## config.mk

```make
export PLATFORM = sky130hd
export DESIGN_NAME = png_stored_stream_encoder_core
export DESIGN_NICKNAME = d
export VERILOG_FILES = /design/src/pngse_pkg.sv /design/src/png_stored_stream_encoder_core.sv
export SDC_FILE = /design/constraint.sdc
export NUM_CORES = 2
export LEC_CHECK = 0
export ABC_AREA = 0
export BUFFER_PORTS_ARGS = -buffer_cell sky130_fd_sc_hd__buf_2
export CORE_MARGIN = 10
export CORE_UTILIZATION = 40
export DETAILED_ROUTE_END_ITERATION = 12
export GPL_ROUTABILITY_DRIVEN = 0
export PLACE_DENSITY = 0.62
export RECOVER_POWER = 100
export SYNTH_ARGS = -nofsm -noshare
export SYNTH_HDL_FRONTEND = slang
export SYNTH_SLANG_ARGS = --single-unit
```

## constraint.sdc

```tcl
create_clock -name clk -period 11.8 [get_ports clk]
set_input_delay 2.36 -clock clk [delete_from_list [all_inputs] [get_ports clk]]
set_output_delay 2.36 -clock clk [all_outputs]
set_load 0.005 [all_outputs]
```

## src/pngse_pkg.sv

```systemverilog
// Shared constants and the CRC-32 byte update for the PNG stored-stream encoder.
// No dependencies; imported by the encoder core.
package pngse_pkg;

    localparam int unsigned STORED_BLOCK_MAX_DEF = 65535;
    localparam int unsigned WIDTH_MAX_DEF        = 16384;
    localparam int unsigned HEIGHT_MAX_DEF       = 16384;

    localparam logic [31:0] CRC_POLY  = 32'hEDB88320;
    localparam logic [31:0] ALL_ONES  = 32'hFFFFFFFF;
    localparam logic [16:0] ADLER_MOD = 17'd65521;
    // CRC-32 of the fixed IEND chunk (type only, empty data)
    localparam logic [31:0] IEND_CRC  = 32'hAE426082;

    localparam logic [1:0] CFG_IDX_WIDTH  = 2'd0;
    localparam logic [1:0] CFG_IDX_HEIGHT = 2'd1;

    localparam int RAW_W = 30;

    typedef logic [31:0] crc_t;

    // Reflected CRC-32, one byte in
    function automatic crc_t crc_feed(input crc_t c_in, input logic [7:0] b);
        crc_t c;
        c = c_in ^ {24'd0, b};
        for (int k = 0; k < 8; k++) begin
            c = c[0] ? ((c >> 1) ^ CRC_POLY) : (c >> 1);
        end
        return c;
    endfunction

endpackage

```

## src/png_stored_stream_encoder_core.sv

```systemverilog
// Streaming PNG writer (RGB, 8 bit) using stored DEFLATE blocks, top level.
// Depends on pngse_pkg for constants and the CRC-32 byte update.
//
// Usage:
//   cfg channel (cfg_valid/cfg_ready, cfg_index, cfg_data) sets image_width
//   (index 0) and image_height (index 1); always ready, writes are dropped
//   while an image is in progress. Values clamp to 1..maximum.
//   in channel carries raw colour bytes, R G B, rows top to bottom.
//   out channel carries the PNG file, one byte per transaction; run_last marks
//   the last byte caused by an input byte, file_last the last byte of IEND.
// Latency and throughput:
//   The first byte caused by an input appears on out in the cycle after the
//   transaction. A byte sequencer emits one output byte per cycle unless out stalls;
//   the bytes an input causes are 1 for a plain pixel byte, 2 at a row start,
//   +5 at a stored-block start, +43 at image start, +20 at image end. The next
//   input can be taken while the previous run's last byte is on out, so plain
//   pixel bytes flow at one per cycle while out_ready stays high.
//   The IDAT block count comes from a reciprocal multiplication registered the
//   cycle after image start, well before the length bytes are due.
// Reset: control state clears, width and height return to 1, out goes empty.
// Stall: while out holds a byte and out_ready is low, the output register holds and the
//   sequencer and in_ready stop.
module png_stored_stream_encoder_core #(
    parameter int unsigned STORED_BLOCK_MAX = pngse_pkg::STORED_BLOCK_MAX_DEF,
    parameter int unsigned WIDTH_MAX        = pngse_pkg::WIDTH_MAX_DEF,
    parameter int unsigned HEIGHT_MAX       = pngse_pkg::HEIGHT_MAX_DEF
) (
    input  logic        clk,
    input  logic        rst_n,
    input  logic        cfg_valid,
    output logic        cfg_ready,
    input  logic [1:0]  cfg_index,
    input  logic [14:0] cfg_data,
    input  logic        in_valid,
    output logic        in_ready,
    input  logic [7:0]  pixel_byte,
    output logic        out_valid,
    input  logic        out_ready,
    output logic [7:0]  out_byte,
    output logic        run_last,
    output logic        file_last
);
    import pngse_pkg::*;

    localparam int unsigned BLOCK_EFF = (STORED_BLOCK_MAX < 2) ? 2 : STORED_BLOCK_MAX;
    localparam logic [15:0] BLK_D = 16'(BLOCK_EFF);
    // ceil(x / BLOCK_EFF) = floor((x + BLOCK_EFF - 1) * DIV_M >> DIV_SH) for 30-bit x
    localparam int DIV_SH = 31 + $clog2(BLOCK_EFF);
    localparam longint unsigned DIV_M_FULL =
        ((64'd1 << DIV_SH) + 64'(BLOCK_EFF) - 64'd1) / 64'(BLOCK_EFF);
    localparam logic [31:0] DIV_M = 32'(DIV_M_FULL);

    // sequencer phases
    localparam logic [3:0] PH_IDLE  = 4'd0;
    localparam logic [3:0] PH_SIG   = 4'd1;
    localparam logic [3:0] PH_IHLEN = 4'd2;
    localparam logic [3:0] PH_IHTAG = 4'd3;
    localparam logic [3:0] PH_IHDAT = 4'd4;
    localparam logic [3:0] PH_IHCRC = 4'd5;
    localparam logic [3:0] PH_ZLEN  = 4'd6;
    localparam logic [3:0] PH_IDTAG = 4'd7;
    localparam logic [3:0] PH_ZHDR  = 4'd8;
    localparam logic [3:0] PH_BLKH  = 4'd9;
    localparam logic [3:0] PH_FILT  = 4'd10;
    localparam logic [3:0] PH_PIX   = 4'd11;
    localparam logic [3:0] PH_ADLER = 4'd12;
    localparam logic [3:0] PH_DCRC  = 4'd13;
    localparam logic [3:0] PH_IEND  = 4'd14;

    logic [14:0]      width_reg, width_next;
    logic [14:0]      height_reg, height_next;
    logic [3:0]       phase_reg, phase_next;
    logic [3:0]       cnt_reg, cnt_next;
    logic             filt_reg, filt_next;
    logic [7:0]       pix_reg, pix_next;
    logic             started_reg, started_next;
    logic [15:0]      row_pos_reg, row_pos_next;
    logic [13:0]      row_idx_reg, row_idx_next;
    logic [15:0]      blk_left_reg, blk_left_next;
    logic [RAW_W-1:0] raw_left_reg, raw_left_next;
    logic [31:0]      crc_reg, crc_next;
    logic [15:0]      alo_reg, alo_next;
    logic [15:0]      ahi_reg, ahi_next;
    logic [RAW_W-1:0] raw_len_reg;
    logic [RAW_W-1:0] blocks_reg;
    logic             out_valid_reg;
    logic [7:0]       out_byte_reg, out_byte_next;
    logic             run_last_reg, run_last_next;
    logic             file_last_reg, file_last_next;

    logic             idle, out_free, fire, crc_en;
    logic [3:0]       entry_ph, cur_ph, cur_cnt;
    logic             cur_filt;
    logic [7:0]       cur_pix, ob;
    logic [15:0]      blk_n, row_len;
    logic [30:0]      blk_num;
    logic [62:0]      blk_prod;
    logic [31:0]      zlen, crc_out, iend_crc;
    logic [16:0]      lo_sum, hi_sum, lo_mod;
    logic [14:0]      cfg_v;

    assign cfg_ready = 1'b1;
    assign out_valid = out_valid_reg;
    assign out_byte  = out_byte_reg;
    assign run_last  = run_last_reg;
    assign file_last = file_last_reg;

    assign idle     = (phase_reg == PH_IDLE);
    assign out_free = !out_valid_reg || out_ready;
    assign in_ready = idle && out_free;

    assign row_len  = 16'({width_reg, 1'b0}) + 16'(width_reg);
    assign zlen     = 32'(raw_len_reg) + 32'({blocks_reg, 2'b00}) + 32'(blocks_reg) + 32'd6;
    assign crc_out  = crc_reg ^ ALL_ONES;
    assign iend_crc = IEND_CRC;
    assign blk_n    = (raw_left_reg < RAW_W'(BLOCK_EFF)) ? raw_left_reg[15:0] : BLK_D;

    // pick the phase a new input starts in
    always_comb
    begin
        if (!started_reg)
            entry_ph = PH_SIG;
        else if (blk_left_reg == 16'd0)
            entry_ph = PH_BLKH;
        else if (row_pos_reg == 16'd0)
            entry_ph = PH_FILT;
        else
            entry_ph = PH_PIX;
    end

    assign cur_ph   = idle ? entry_ph : phase_reg;
    assign cur_cnt  = idle ? 4'd0 : cnt_reg;
    assign cur_filt = idle ? (row_pos_reg == 16'd0) : filt_reg;
    assign cur_pix  = idle ? pixel_byte : pix_reg;
    assign fire     = out_free && (!idle || in_valid);

    // Adler-32 update for the current data byte
    assign lo_sum = 17'(alo_reg) + 17'((cur_ph == PH_PIX) ? cur_pix : 8'd0);
    assign lo_mod = (lo_sum >= ADLER_MOD) ? (lo_sum - ADLER_MOD) : lo_sum;
    assign hi_sum = 17'(ahi_reg) + lo_mod;

    // byte sequencer: one output byte per fire
    always_comb
    begin
        phase_next    = phase_reg;
        cnt_next      = cnt_reg;
        filt_next     = filt_reg;
        pix_next      = pix_reg;
        started_next  = started_reg;
        row_pos_next  = row_pos_reg;
        row_idx_next  = row_idx_reg;
        blk_left_next = blk_left_reg;
        raw_left_next = raw_left_reg;
        alo_next      = alo_reg;
        ahi_next      = ahi_reg;
        file_last_next = 1'b0;
        crc_en        = 1'b0;
        ob            = 8'd0;
        case (cur_ph)
            PH_SIG:
            begin
                case (cur_cnt[2:0])
                    3'd0:    ob = 8'd137;
                    3'd1:    ob = 8'd80;
                    3'd2:    ob = 8'd78;
                    3'd3:    ob = 8'd71;
                    3'd4:    ob = 8'd13;
                    3'd5:    ob = 8'd10;
                    3'd6:    ob = 8'd26;
                    default: ob = 8'd10;
                endcase
                phase_next = (cur_cnt == 4'd7) ? PH_IHLEN : PH_SIG;
            end
            PH_IHLEN:
            begin
                ob = (cur_cnt == 4'd3) ? 8'd13 : 8'd0;
                phase_next = (cur_cnt == 4'd3) ? PH_IHTAG : PH_IHLEN;
            end
            PH_IHTAG:
            begin
                case (cur_cnt[1:0])
                    2'd0:    ob = "I";
                    2'd1:    ob = "H";
                    2'd2:    ob = "D";
                    default: ob = "R";
                endcase
                crc_en = 1'b1;
                phase_next = (cur_cnt == 4'd3) ? PH_IHDAT : PH_IHTAG;
            end
            PH_IHDAT:
            begin
                case (cur_cnt)
                    4'd2:    ob = {1'b0, width_reg[14:8]};
                    4'd3:    ob = width_reg[7:0];
                    4'd6:    ob = {1'b0, height_reg[14:8]};
                    4'd7:    ob = height_reg[7:0];
                    4'd8:    ob = 8'd8;
                    4'd9:    ob = 8'd2;
                    default: ob = 8'd0;
                endcase
                crc_en = 1'b1;
                phase_next = (cur_cnt == 4'd12) ? PH_IHCRC : PH_IHDAT;
            end
            PH_IHCRC:
            begin
                case (cur_cnt[1:0])
                    2'd0:    ob = crc_out[31:24];
                    2'd1:    ob = crc_out[23:16];
                    2'd2:    ob = crc_out[15:8];
                    default: ob = crc_out[7:0];
                endcase
                phase_next = (cur_cnt == 4'd3) ? PH_ZLEN : PH_IHCRC;
            end
            PH_ZLEN:
            begin
                case (cur_cnt[1:0])
                    2'd0:    ob = zlen[31:24];
                    2'd1:    ob = zlen[23:16];
                    2'd2:    ob = zlen[15:8];
                    default: ob = zlen[7:0];
                endcase
                phase_next = (cur_cnt == 4'd3) ? PH_IDTAG : PH_ZLEN;
            end
            PH_IDTAG:
            begin
                case (cur_cnt[1:0])
                    2'd0:    ob = "I";
                    2'd1:    ob = "D";
                    2'd2:    ob = "A";
                    default: ob = "T";
                endcase
                crc_en = 1'b1;
                phase_next = (cur_cnt == 4'd3) ? PH_ZHDR : PH_IDTAG;
            end
            PH_ZHDR:
            begin
                ob = (cur_cnt == 4'd0) ? 8'h78 : 8'h01;
                crc_en = 1'b1;
                if (cur_cnt == 4'd1)
                begin
                    raw_left_next = raw_len_reg;
                    phase_next    = PH_BLKH;
                    filt_next     = 1'b1;
                end
            end
            PH_BLKH:
            begin
                case (cur_cnt[2:0])
                    3'd0:    ob = {7'd0, (RAW_W'(blk_n) == raw_left_reg)};
                    3'd1:    ob = blk_n[7:0];
                    3'd2:    ob = blk_n[15:8];
                    3'd3:    ob = ~blk_n[7:0];
                    default: ob = ~blk_n[15:8];
                endcase
                crc_en = 1'b1;
                filt_next = cur_filt;
                if (cur_cnt == 4'd4)
                begin
                    blk_left_next = blk_n;
                    phase_next    = cur_filt ? PH_FILT : PH_PIX;
                end
                else
                begin
                    phase_next = PH_BLKH;
                end
            end
            PH_FILT, PH_PIX:
            begin
                ob = (cur_ph == PH_PIX) ? cur_pix : 8'd0;
                crc_en        = 1'b1;
                alo_next      = lo_mod[15:0];
                ahi_next      = (hi_sum >= ADLER_MOD) ? 16'(hi_sum - ADLER_MOD) : hi_sum[15:0];
                blk_left_next = blk_left_reg - 16'd1;
                raw_left_next = raw_left_reg - RAW_W'(1);
                if (cur_ph == PH_FILT)
                begin
                    filt_next  = 1'b0;
                    phase_next = (blk_left_reg == 16'd1) ? PH_BLKH : PH_PIX;
                end
                else
                begin
                    if (row_pos_reg + 16'd1 >= row_len)
                    begin
                        row_pos_next = 16'd0;
                        row_idx_next = row_idx_reg + 14'd1;
                    end
                    else
                    begin
                        row_pos_next = row_pos_reg + 16'd1;
                    end
                    phase_next = (raw_left_reg == RAW_W'(1)) ? PH_ADLER : PH_IDLE;
                end
            end
            PH_ADLER:
            begin
                case (cur_cnt[1:0])
                    2'd0:    ob = ahi_reg[15:8];
                    2'd1:    ob = ahi_reg[7:0];
                    2'd2:    ob = alo_reg[15:8];
                    default: ob = alo_reg[7:0];
                endcase
                crc_en = 1'b1;
                phase_next = (cur_cnt == 4'd3) ? PH_DCRC : PH_ADLER;
            end
            PH_DCRC:
            begin
                case (cur_cnt[1:0])
                    2'd0:    ob = crc_out[31:24];
                    2'd1:    ob = crc_out[23:16];
                    2'd2:    ob = crc_out[15:8];
                    default: ob = crc_out[7:0];
                endcase
                phase_next = (cur_cnt == 4'd3) ? PH_IEND : PH_DCRC;
            end
            PH_IEND:
            begin
                case (cur_cnt)
                    4'd4:    ob = "I";
                    4'd5:    ob = "E";
                    4'd6:    ob = "N";
                    4'd7:    ob = "D";
                    4'd8:    ob = iend_crc[31:24];
                    4'd9:    ob = iend_crc[23:16];
                    4'd10:   ob = iend_crc[15:8];
                    4'd11:   ob = iend_crc[7:0];
                    default: ob = 8'd0;
                endcase
                if (cur_cnt == 4'd11)
                begin
                    file_last_next = 1'b1;
                    phase_next     = PH_IDLE;
                    started_next   = 1'b0;
                    alo_next       = 16'd1;
                    ahi_next       = 16'd0;
                    row_pos_next   = 16'd0;
                    row_idx_next   = 14'd0;
                    blk_left_next  = 16'd0;
                    raw_left_next  = '0;
                end
                else
                begin
                    phase_next = PH_IEND;
                end
            end
            default:
            begin
                phase_next = PH_IDLE;
            end
        endcase

        // counter restarts whenever the phase changes
        cnt_next = (phase_next == cur_ph) ? (cur_cnt + 4'd1) : 4'd0;

        // image start: mark started, reset the row and block counters and the running sums
        if (cur_ph == PH_SIG && cur_cnt == 4'd0)
        begin
            started_next  = 1'b1;
            row_pos_next  = 16'd0;
            row_idx_next  = 14'd0;
            blk_left_next = 16'd0;
            alo_next      = 16'd1;
            ahi_next      = 16'd0;
        end

        // CRC: restart before IHDR and IDAT, clear after the IDAT CRC
        if (crc_en)
            crc_next = crc_feed(((cur_ph == PH_IHTAG || cur_ph == PH_IDTAG) && cur_cnt == 4'd0)
                                ? ALL_ONES : crc_reg, ob);
        else if (cur_ph == PH_DCRC && cur_cnt == 4'd3)
            crc_next = ALL_ONES;
        else
            crc_next = crc_reg;

        if (idle)
            pix_next = pixel_byte;

        out_byte_next = ob;
        run_last_next = (phase_next == PH_IDLE);
    end

    // configuration writes, clamped, dropped during an image
    assign cfg_v = (cfg_data == 15'd0) ? 15'd1 : cfg_data;
    always_comb
    begin
        width_next  = width_reg;
        height_next = height_reg;
        if (cfg_valid && !started_reg)
        begin
            case (cfg_index)
                CFG_IDX_WIDTH:
                    width_next = (cfg_v > 15'(WIDTH_MAX)) ? 15'(WIDTH_MAX) : cfg_v;
                CFG_IDX_HEIGHT:
                    height_next = (cfg_v > 15'(HEIGHT_MAX)) ? 15'(HEIGHT_MAX) : cfg_v;
                default:
                    width_next = width_reg;
            endcase
        end
    end

    // block count: round the raw length up, then multiply by the reciprocal
    assign blk_num  = 31'(raw_len_reg) + 31'(BLOCK_EFF - 1);
    assign blk_prod = {32'd0, blk_num} * {31'd0, DIV_M};

    // raw length product at image start, block count registered in the cycle after
    always_ff @(posedge clk)
    begin
        if (fire && cur_ph == PH_SIG && cur_cnt == 4'd0)
        begin
            raw_len_reg <= RAW_W'(height_reg) * (RAW_W'(row_len) + RAW_W'(1));
        end
        blocks_reg <= RAW_W'(blk_prod >> DIV_SH);
    end

    // state and output register
    always_ff @(posedge clk or negedge rst_n)
    begin
        if (!rst_n)
        begin
            width_reg     <= 15'd1;
            height_reg    <= 15'd1;
            phase_reg     <= PH_IDLE;
            cnt_reg       <= 4'd0;
            filt_reg      <= 1'b0;
            started_reg   <= 1'b0;
            row_pos_reg   <= 16'd0;
            row_idx_reg   <= 14'd0;
            blk_left_reg  <= 16'd0;
            raw_left_reg  <= '0;
            crc_reg       <= ALL_ONES;
            alo_reg       <= 16'd1;
            ahi_reg       <= 16'd0;
            out_valid_reg <= 1'b0;
            run_last_reg  <= 1'b0;
            file_last_reg <= 1'b0;
        end
        else
        begin
            width_reg  <= width_next;
            height_reg <= height_next;
            if (fire)
            begin
                phase_reg     <= phase_next;
                cnt_reg       <= cnt_next;
                filt_reg      <= filt_next;
                started_reg   <= started_next;
                row_pos_reg   <= row_pos_next;
                row_idx_reg   <= row_idx_next;
                blk_left_reg  <= blk_left_next;
                raw_left_reg  <= raw_left_next;
                crc_reg       <= crc_next;
                alo_reg       <= alo_next;
                ahi_reg       <= ahi_next;
                run_last_reg  <= run_last_next;
                file_last_reg <= file_last_next;
                out_valid_reg <= 1'b1;
            end
            else if (out_ready)
            begin
                out_valid_reg <= 1'b0;
            end
        end
    end

    always_ff @(posedge clk)
    begin
        if (fire)
        begin
            out_byte_reg <= out_byte_next;
            pix_reg      <= pix_next;
        end
    end

endmodule

```

Word level (Yosys, flattened, before mapping). Memories as Yosys holds them, arrays and structs flattened. Cells that the tools add are included.

Memory bits (read-only): 112. Memories: 1. Register bits: 231. Bits in latches: 0. Word-level logic and storage cells: 219. Input bits: 30. Bits in writable memories: 0. Output and inout port bits: 13.

Memories: (no name shown) (words 16, bits a word 7, read ports 1, clocked after Yosys merged registers in 0, wr ports 0, line png_stored_stream_encoder_core.sv:317) `case (cur_cnt)`.

Equal/unequal tests: 42. $add $sub $neg: 14. Div/mod/pow operators: 0. Reductions and logical operators: 43. Bitwise logic cells: 12. Shifts and indexed selects: 0. $lt $le $gt $ge: 5. Multipliers: 2. Multiplexer cells: 81.

Operators by type and width (count): 2-to-1 mux 32 bit (11); 2-to-1 mux 16 bit (11); inverter 13 -> 14 bit (8); case mux 16 bit (2 select lines) (3); case mux 8 bit (12 select lines) (1); case mux 8 bit (6 select lines) (2); case mux 30 bit (3 select lines) (1); case mux 8 bit (3 select lines) (3); multiplier 31 x 32 -> 63 bit (second input constant) (1); 2-to-1 mux 30 bit (2); case mux 4 bit (13 select lines) (1); case mux 16 bit (3 select lines) (1); equality test 4 bit (second input constant) (11); 2-to-1 mux 4 bit (11); >= comparator 17 x 16 -> 1 bit (second input constant) (2); adder 31 x 16 -> 32 bit (1); adder 32 x 3 -> 32 bit (second input constant) (1); zero test 16 bit (2); inverter 32 bit (1); case mux 8 bit (4 select lines) (1); XOR 32 x 8 -> 32 bit (1); adder 30 x 16 -> 31 bit (second input constant) (1); adder 30 x 18 -> 31 bit (1); equality test 16 x 30 -> 1 bit (1); other kinds (52) (120).

Depth between registers and ports, before layout.
Depth after elaboration: 27. Mapped depth: 36. Gate-level depth less buffers: 35.

Least setup slack after synthesis. Ideal clock, no wire load.

Path type: input to register. From: input port pixel_byte[1]. To: register ahi_reg[10]. Setup time: 0.083 ns. Slack: 2.801 ns. Stages: 28. Arrival time: 8.916 ns. Path buffers: 1. Required time: 11.717 ns. Cells stage by stage: mux2_2 nor2b_1 ha_1 a21o_1 a21o_1 a211oi_1 o31ai_1 o211a_1 o311ai_0 nor2_1 a32oi_1 xnor2_1 ha_1 inv_1 fa_1 nand3b_1 a21oi_1 o21ai_1 a211oi_1 nor2_1 o311ai_0 nand4_1 or4bb_1 o22ai_1 clkbuf_1 nand3_1 xor2_1 o21ai_0.

Word-level cells in the longest chain between the ends: 10. Elaborated cells between the ends (all ways): 12. Classes of those cells: add/sub: 4; order compare: 2; mux: 6.

RTL lines: start, declared (line png_stored_stream_encoder_core.sv:36) `input logic [7:0] pixel_byte,`; 2-to-1 mux 8 bit (*); 2-to-1 mux 8 bit (*) (line png_stored_stream_encoder_core.sv:138) `assign lo_sum = 17'(alo_reg) + 17'((cur_ph == PH_PIX) ? cur_pix : 8'd0);`; adder 16 x 8 -> 17 bit (*) (line png_stored_stream_encoder_core.sv:138); subtractor 17 x 16 -> 17 bit or >= comparator 17 x 16 -> 1 bit (tied branches) (line png_stored_stream_encoder_core.sv:139) `assign lo_mod = (lo_sum >= ADLER_MOD) ? (lo_sum - ADLER_MOD) : lo_sum;`; 2-to-1 mux 17 bit (*) (line png_stored_stream_encoder_core.sv:139); adder 16 x 17 -> 17 bit (*) (line png_stored_stream_encoder_core.sv:140) `assign hi_sum = 17'(ahi_reg) + lo_mod;`; subtractor 16 bit or >= comparator 17 x 16 -> 1 bit (tied branches) (line png_stored_stream_encoder_core.sv:272) `ahi_next = (hi_sum >= ADLER_MOD) ? 16'(hi_sum - ADLER_MOD) : hi_sum[15:0];`; 2-to-1 mux 16 bit (*) (line png_stored_stream_encoder_core.sv:272); case mux 16 bit (2 select lines) (*) (line png_stored_stream_encoder_core.sv:159) `case (cur_ph)`; 2-to-1 mux 16 bit (*) (line png_stored_stream_encoder_core.sv:355) `if (cur_ph == PH_SIG && cur_cnt == 4'd0)`; end signal, assigned (line png_stored_stream_encoder_core.sv:452) `ahi_reg <= ahi_next;`; end, declared (line png_stored_stream_encoder_core.sv:83) `logic [15:0] ahi_reg, ahi_next;`.

Mark *: on every way between the ends. The rest lies on a longest branch, timed or not. A chain may end at the register's enable or synchronous reset.

Worst setup path after layout.
From: register phase_reg[1]. To: register crc_reg[19].

Word-level cells in the longest chain between the ends: 22. Elaborated cells between the ends (all ways): 77. Classes of those cells: eq/ne: 27; mux: 26; bitwise: 8; reduce/logical: 15; memory: 1.

RTL lines: start, declared (line png_stored_stream_encoder_core.sv:72) `logic [3:0] phase_reg, phase_next;`; start signal, assigned (line png_stored_stream_encoder_core.sv:442) `phase_reg <= phase_next;`; branches (longest 22 deep; another with memory (16 x 7 bit)); end signal, assigned (line png_stored_stream_encoder_core.sv:450) `crc_reg <= crc_next;`; end, declared (line png_stored_stream_encoder_core.sv:81) `logic [31:0] crc_reg, crc_next;`.

Several ways; the timed one is not identified.

==> summary.md <==
| Metric | Value |
|---|---|
| Core area | 0.0719 mm² |
| Cells on worst reg2reg path | 18 |
| Bufs on Longest Clock Path | 3 |
| Proportion of netlist area held by the largest area contributor | 14.5% |
| Number of pins exceeding their max-slew limit in the final report | 324 |
| Pin count of the biggest net entering global routing | 74 |
| Worst min-delay path category | flip-flop to flip-flop |
| Clock root buffer master | sky130_fd_sc_hd__clkbuf_16 |
| Clock Sinks | 231 |
| Number of synthesis warnings | 0 |
| Violations in the final reports | capacitance limit, slew limit |
| Initial DRT Pass Iterations | 6 |
| Maxcap violations | 8 |
| Antenna cell count | 0 |
| Global-route wire length before repair | 139000 µm |
| Post-route DRC | 0 |
| Leftover overflow at the end of global routing | 0 |
| Number of buffers created by CTS | 29 |
| Antenna violations before repair | 2 |
| Die Footprint | 0.0841 mm² |
| Clock tree from TritonCTS | done |
| Worst path required time | 12310 ps |
| Worst slew slack as a fraction of its limit | -157% |
| Clock latency on the worst-skew pair | 600 ps |
| Most repeated library cell on the critical path | sky130_fd_sc_hd__clkbuf_1 |
| Total via count after detailed routing | 25100 |
| Count of cells along the worst hold path | 2 |
| Layout Cell Area excl Fill | 0.0313 mm² |
| Number of standard cells after synthesis | 3403 |
| Cell family with the largest share of critical-path delay | buffers and inverters |
| Post-route clock period utilization | 89.8% |
| Final HPWL from detailed placement | 66700 µm |
| Type of element launching the critical path | flip-flop |
| Starting DRT DRC Count | 2198 |
| Number of hold buffers added after CTS | 0 |
| Resized cells post-CTS | 0 |
| Maximum operating frequency | 0.0944 GHz |
| Syn nets | 3977 |
| Final setup skew | 20.1 ps |
| Hold Fails Final Rpt | 0 |
| Largest register FFs | 32 |
| Count of state elements after synthesis | 231 |
| Main area contributors after synthesis | sky130_fd_sc_hd__fa_1, sky130_fd_sc_hd__ha_1, sky130_fd_sc_hd__dfrtp_1 |
| Final wirelength | 87200 µm |
| Count of flip-flops with a built-in enable after synthesis | 46 |
| Count of final setup violators | 0 |
| Syn Area/Cell | 8.57 µm² |
| Cell accounting for the most synthesized area | sky130_fd_sc_hd__fa_1 |
| Most used standard cell by instance count after synthesis | sky130_fd_sc_hd__nand2_1 |
| Least setup slack across all paths after layout | 1200 ps |
| Average routed wire per standard cell | 20.0 µm |
| Kind of capture point of the worst setup path | flip-flop |
| Final net count | 3952 |
| Async SR Flop Fraction | 73.2% |
| Post-Place Cell Area | 0.0305 mm² |
| Worst-path cell with the longest stage delay | sky130_fd_sc_hd__clkbuf_1 |
| Global-route usage over all layers | 20.1% |
| Number of cells on the critical path | 18 |
| H-tree levels | 1 |
| Actual transition at the worst max-transition pin | 3860 ps |
| Via count of the first global-routing pass | 24500 |
| Cell total after placement | 4297 |
| Ratio of routed vias to standard cells | 5.78 |
| Number of placed I/O pins | 43 |
| Vertical die dimension | 290 µm |
| Post-synthesis instance area | 0.0292 mm² |
| Count of cell types in the netlist | 94 |
| Setup_tns | 0 ps |
| Crit Path Category | flip-flop to flip-flop |
| Worst Setup Slack post-DPL | 2140 ps |
| Clock input transition at the sequential cells of the worst setup and hold paths | 60 ps |
| Fill cell instance count of the final layout | 7242 |
| Leading register cell type out of synthesis | sky130_fd_sc_hd__dfrtp_1 |
| Number of buffers added for setup after CTS | 0 |
| Initial Util | 40.6% |
| Share of layout cells above drive strength 1 | 6.41% |
| Unrepaired setup endpoints after global routing | no |
| Count of buffering cells on the critical path with inverters included | 5 |
| Area growth syn-to-layout | 7.30% |
| Data arrival time of the critical path | 11110 ps |
| Slowest stage delay, CP | 1980 ps |
| Remaining antenna violation count | 0 |
| Most frequent cells after synthesis | sky130_fd_sc_hd__nand2_1, sky130_fd_sc_hd__ha_1, sky130_fd_sc_hd__inv_1, sky130_fd_sc_hd__nor2_1, sky130_fd_sc_hd__fa_1 |
| Filler-free cell count of the finished design | 4351 |
| Die X | 290 µm |
| Ordered cell list for the critical path | or4_1 -> clkbuf_1 -> nand2_1 -> inv_1 -> ha_1 -> clkbuf_1 -> clkinv_1 -> clkbuf_1 -> o211ai_1 -> nand4_1 -> or4_1 -> or4_2 -> a221oi_1 -> xnor2_1 -> xnor2_1 -> xnor3_1 -> xnor3_1 -> o22a_1 |
| Final Critical Period | 10600 ps |
| Status | complete, but fails checks |
| Count of input and output buffers | 41 |
| Sequential element share of the synthesized area | 20.5% |
| Maximum fanout count along the critical path | 50 |
| Num rows | 98 |
-- stage by stage --
| step | hold WS [ps] | utilization, % |
|---|---|---|
| 4_1_cts | 491 | 43.8 |
| 6_report | 491 | 43.6 |
| 3_3_place_gp | 466 | 42.4 |
| 3_5_place_dp | 480 | 42.4 |
| 5_1_grt | 510 | 43.6 |
| 2_1_floorplan | 441 | - |
-- cell families after synthesis --
group	count (synthesis)	synth area share (%)
AND/OR/NAND/NOR	1203	20.4
AO/OA/AOI/OAI	747	16.8
adder cells (fa/ha/maj)	544	28.8
buffers and inverters	432	5.62
flip-flops	231	20.5
XOR/XNOR	214	6.85
multiplexers	30	1.07
other	2	0.0257
-- cell usage in the layout, fill, tap and decap left out, drive strengths merged, types with 100 or more instances in the layout --
cell type	Yosys	final
nand2	400	400
ha	333	333
inv	272	275
nor2	246	246
fa	211	211
o21ai	201	201
a21oi	176	176
dfrtp	134	134
xnor2	132	132
and2	100	100
-- metal layers --
layer  up-vias  global-route usage (%)  part of all wire [%]
li1      11900                       -                     -
met1     12200                    28.2                    46
met2       895                    32.2                    45
met3       128                    2.81                   6.9
met4         0                    4.81                   2.5
met5         -                       0                     0
-- area by class of cell --
class / instances / area [µm²] / share of cell area [%]
Inverter: 274 / 1030 / 3.29
Multi-Input combinational cell: 2740 / 21500 / 68.8
Timing Repair Buffer: 102 / 572 / 1.83
Sequential cell: 231 / 5970 / 19.1
Clock buffer: 42 / 867 / 2.77
Tap cell: 950 / 1190 / 3.80
Clock inverter: 12 / 134 / 0.428
-- worst min-delay path: stages, from the launching register on --
cell and delay [ps]:
sky130_fd_sc_hd__dfrtp_1 350, sky130_fd_sc_hd__nand2_1 50, sky130_fd_sc_hd__o21ai_0 60
-- worst paths after layout --
path                                   from                to  slack, ps
setup reg to reg               phase_reg[1]       crc_reg[19]       1200
hold reg to reg            raw_left_reg[29]  raw_left_reg[29]        490
setup / recovery               phase_reg[1]       crc_reg[19]       1200
min in group asynchronous             rst_n        alo_reg[8]       2470
max in group asynchronous             rst_n      width_reg[6]       4740
hold / removal             raw_left_reg[29]  raw_left_reg[29]        490
Power is not shown: default switching activity piles up to over one toggle a cycle in this logic, so the estimate is an artifact.
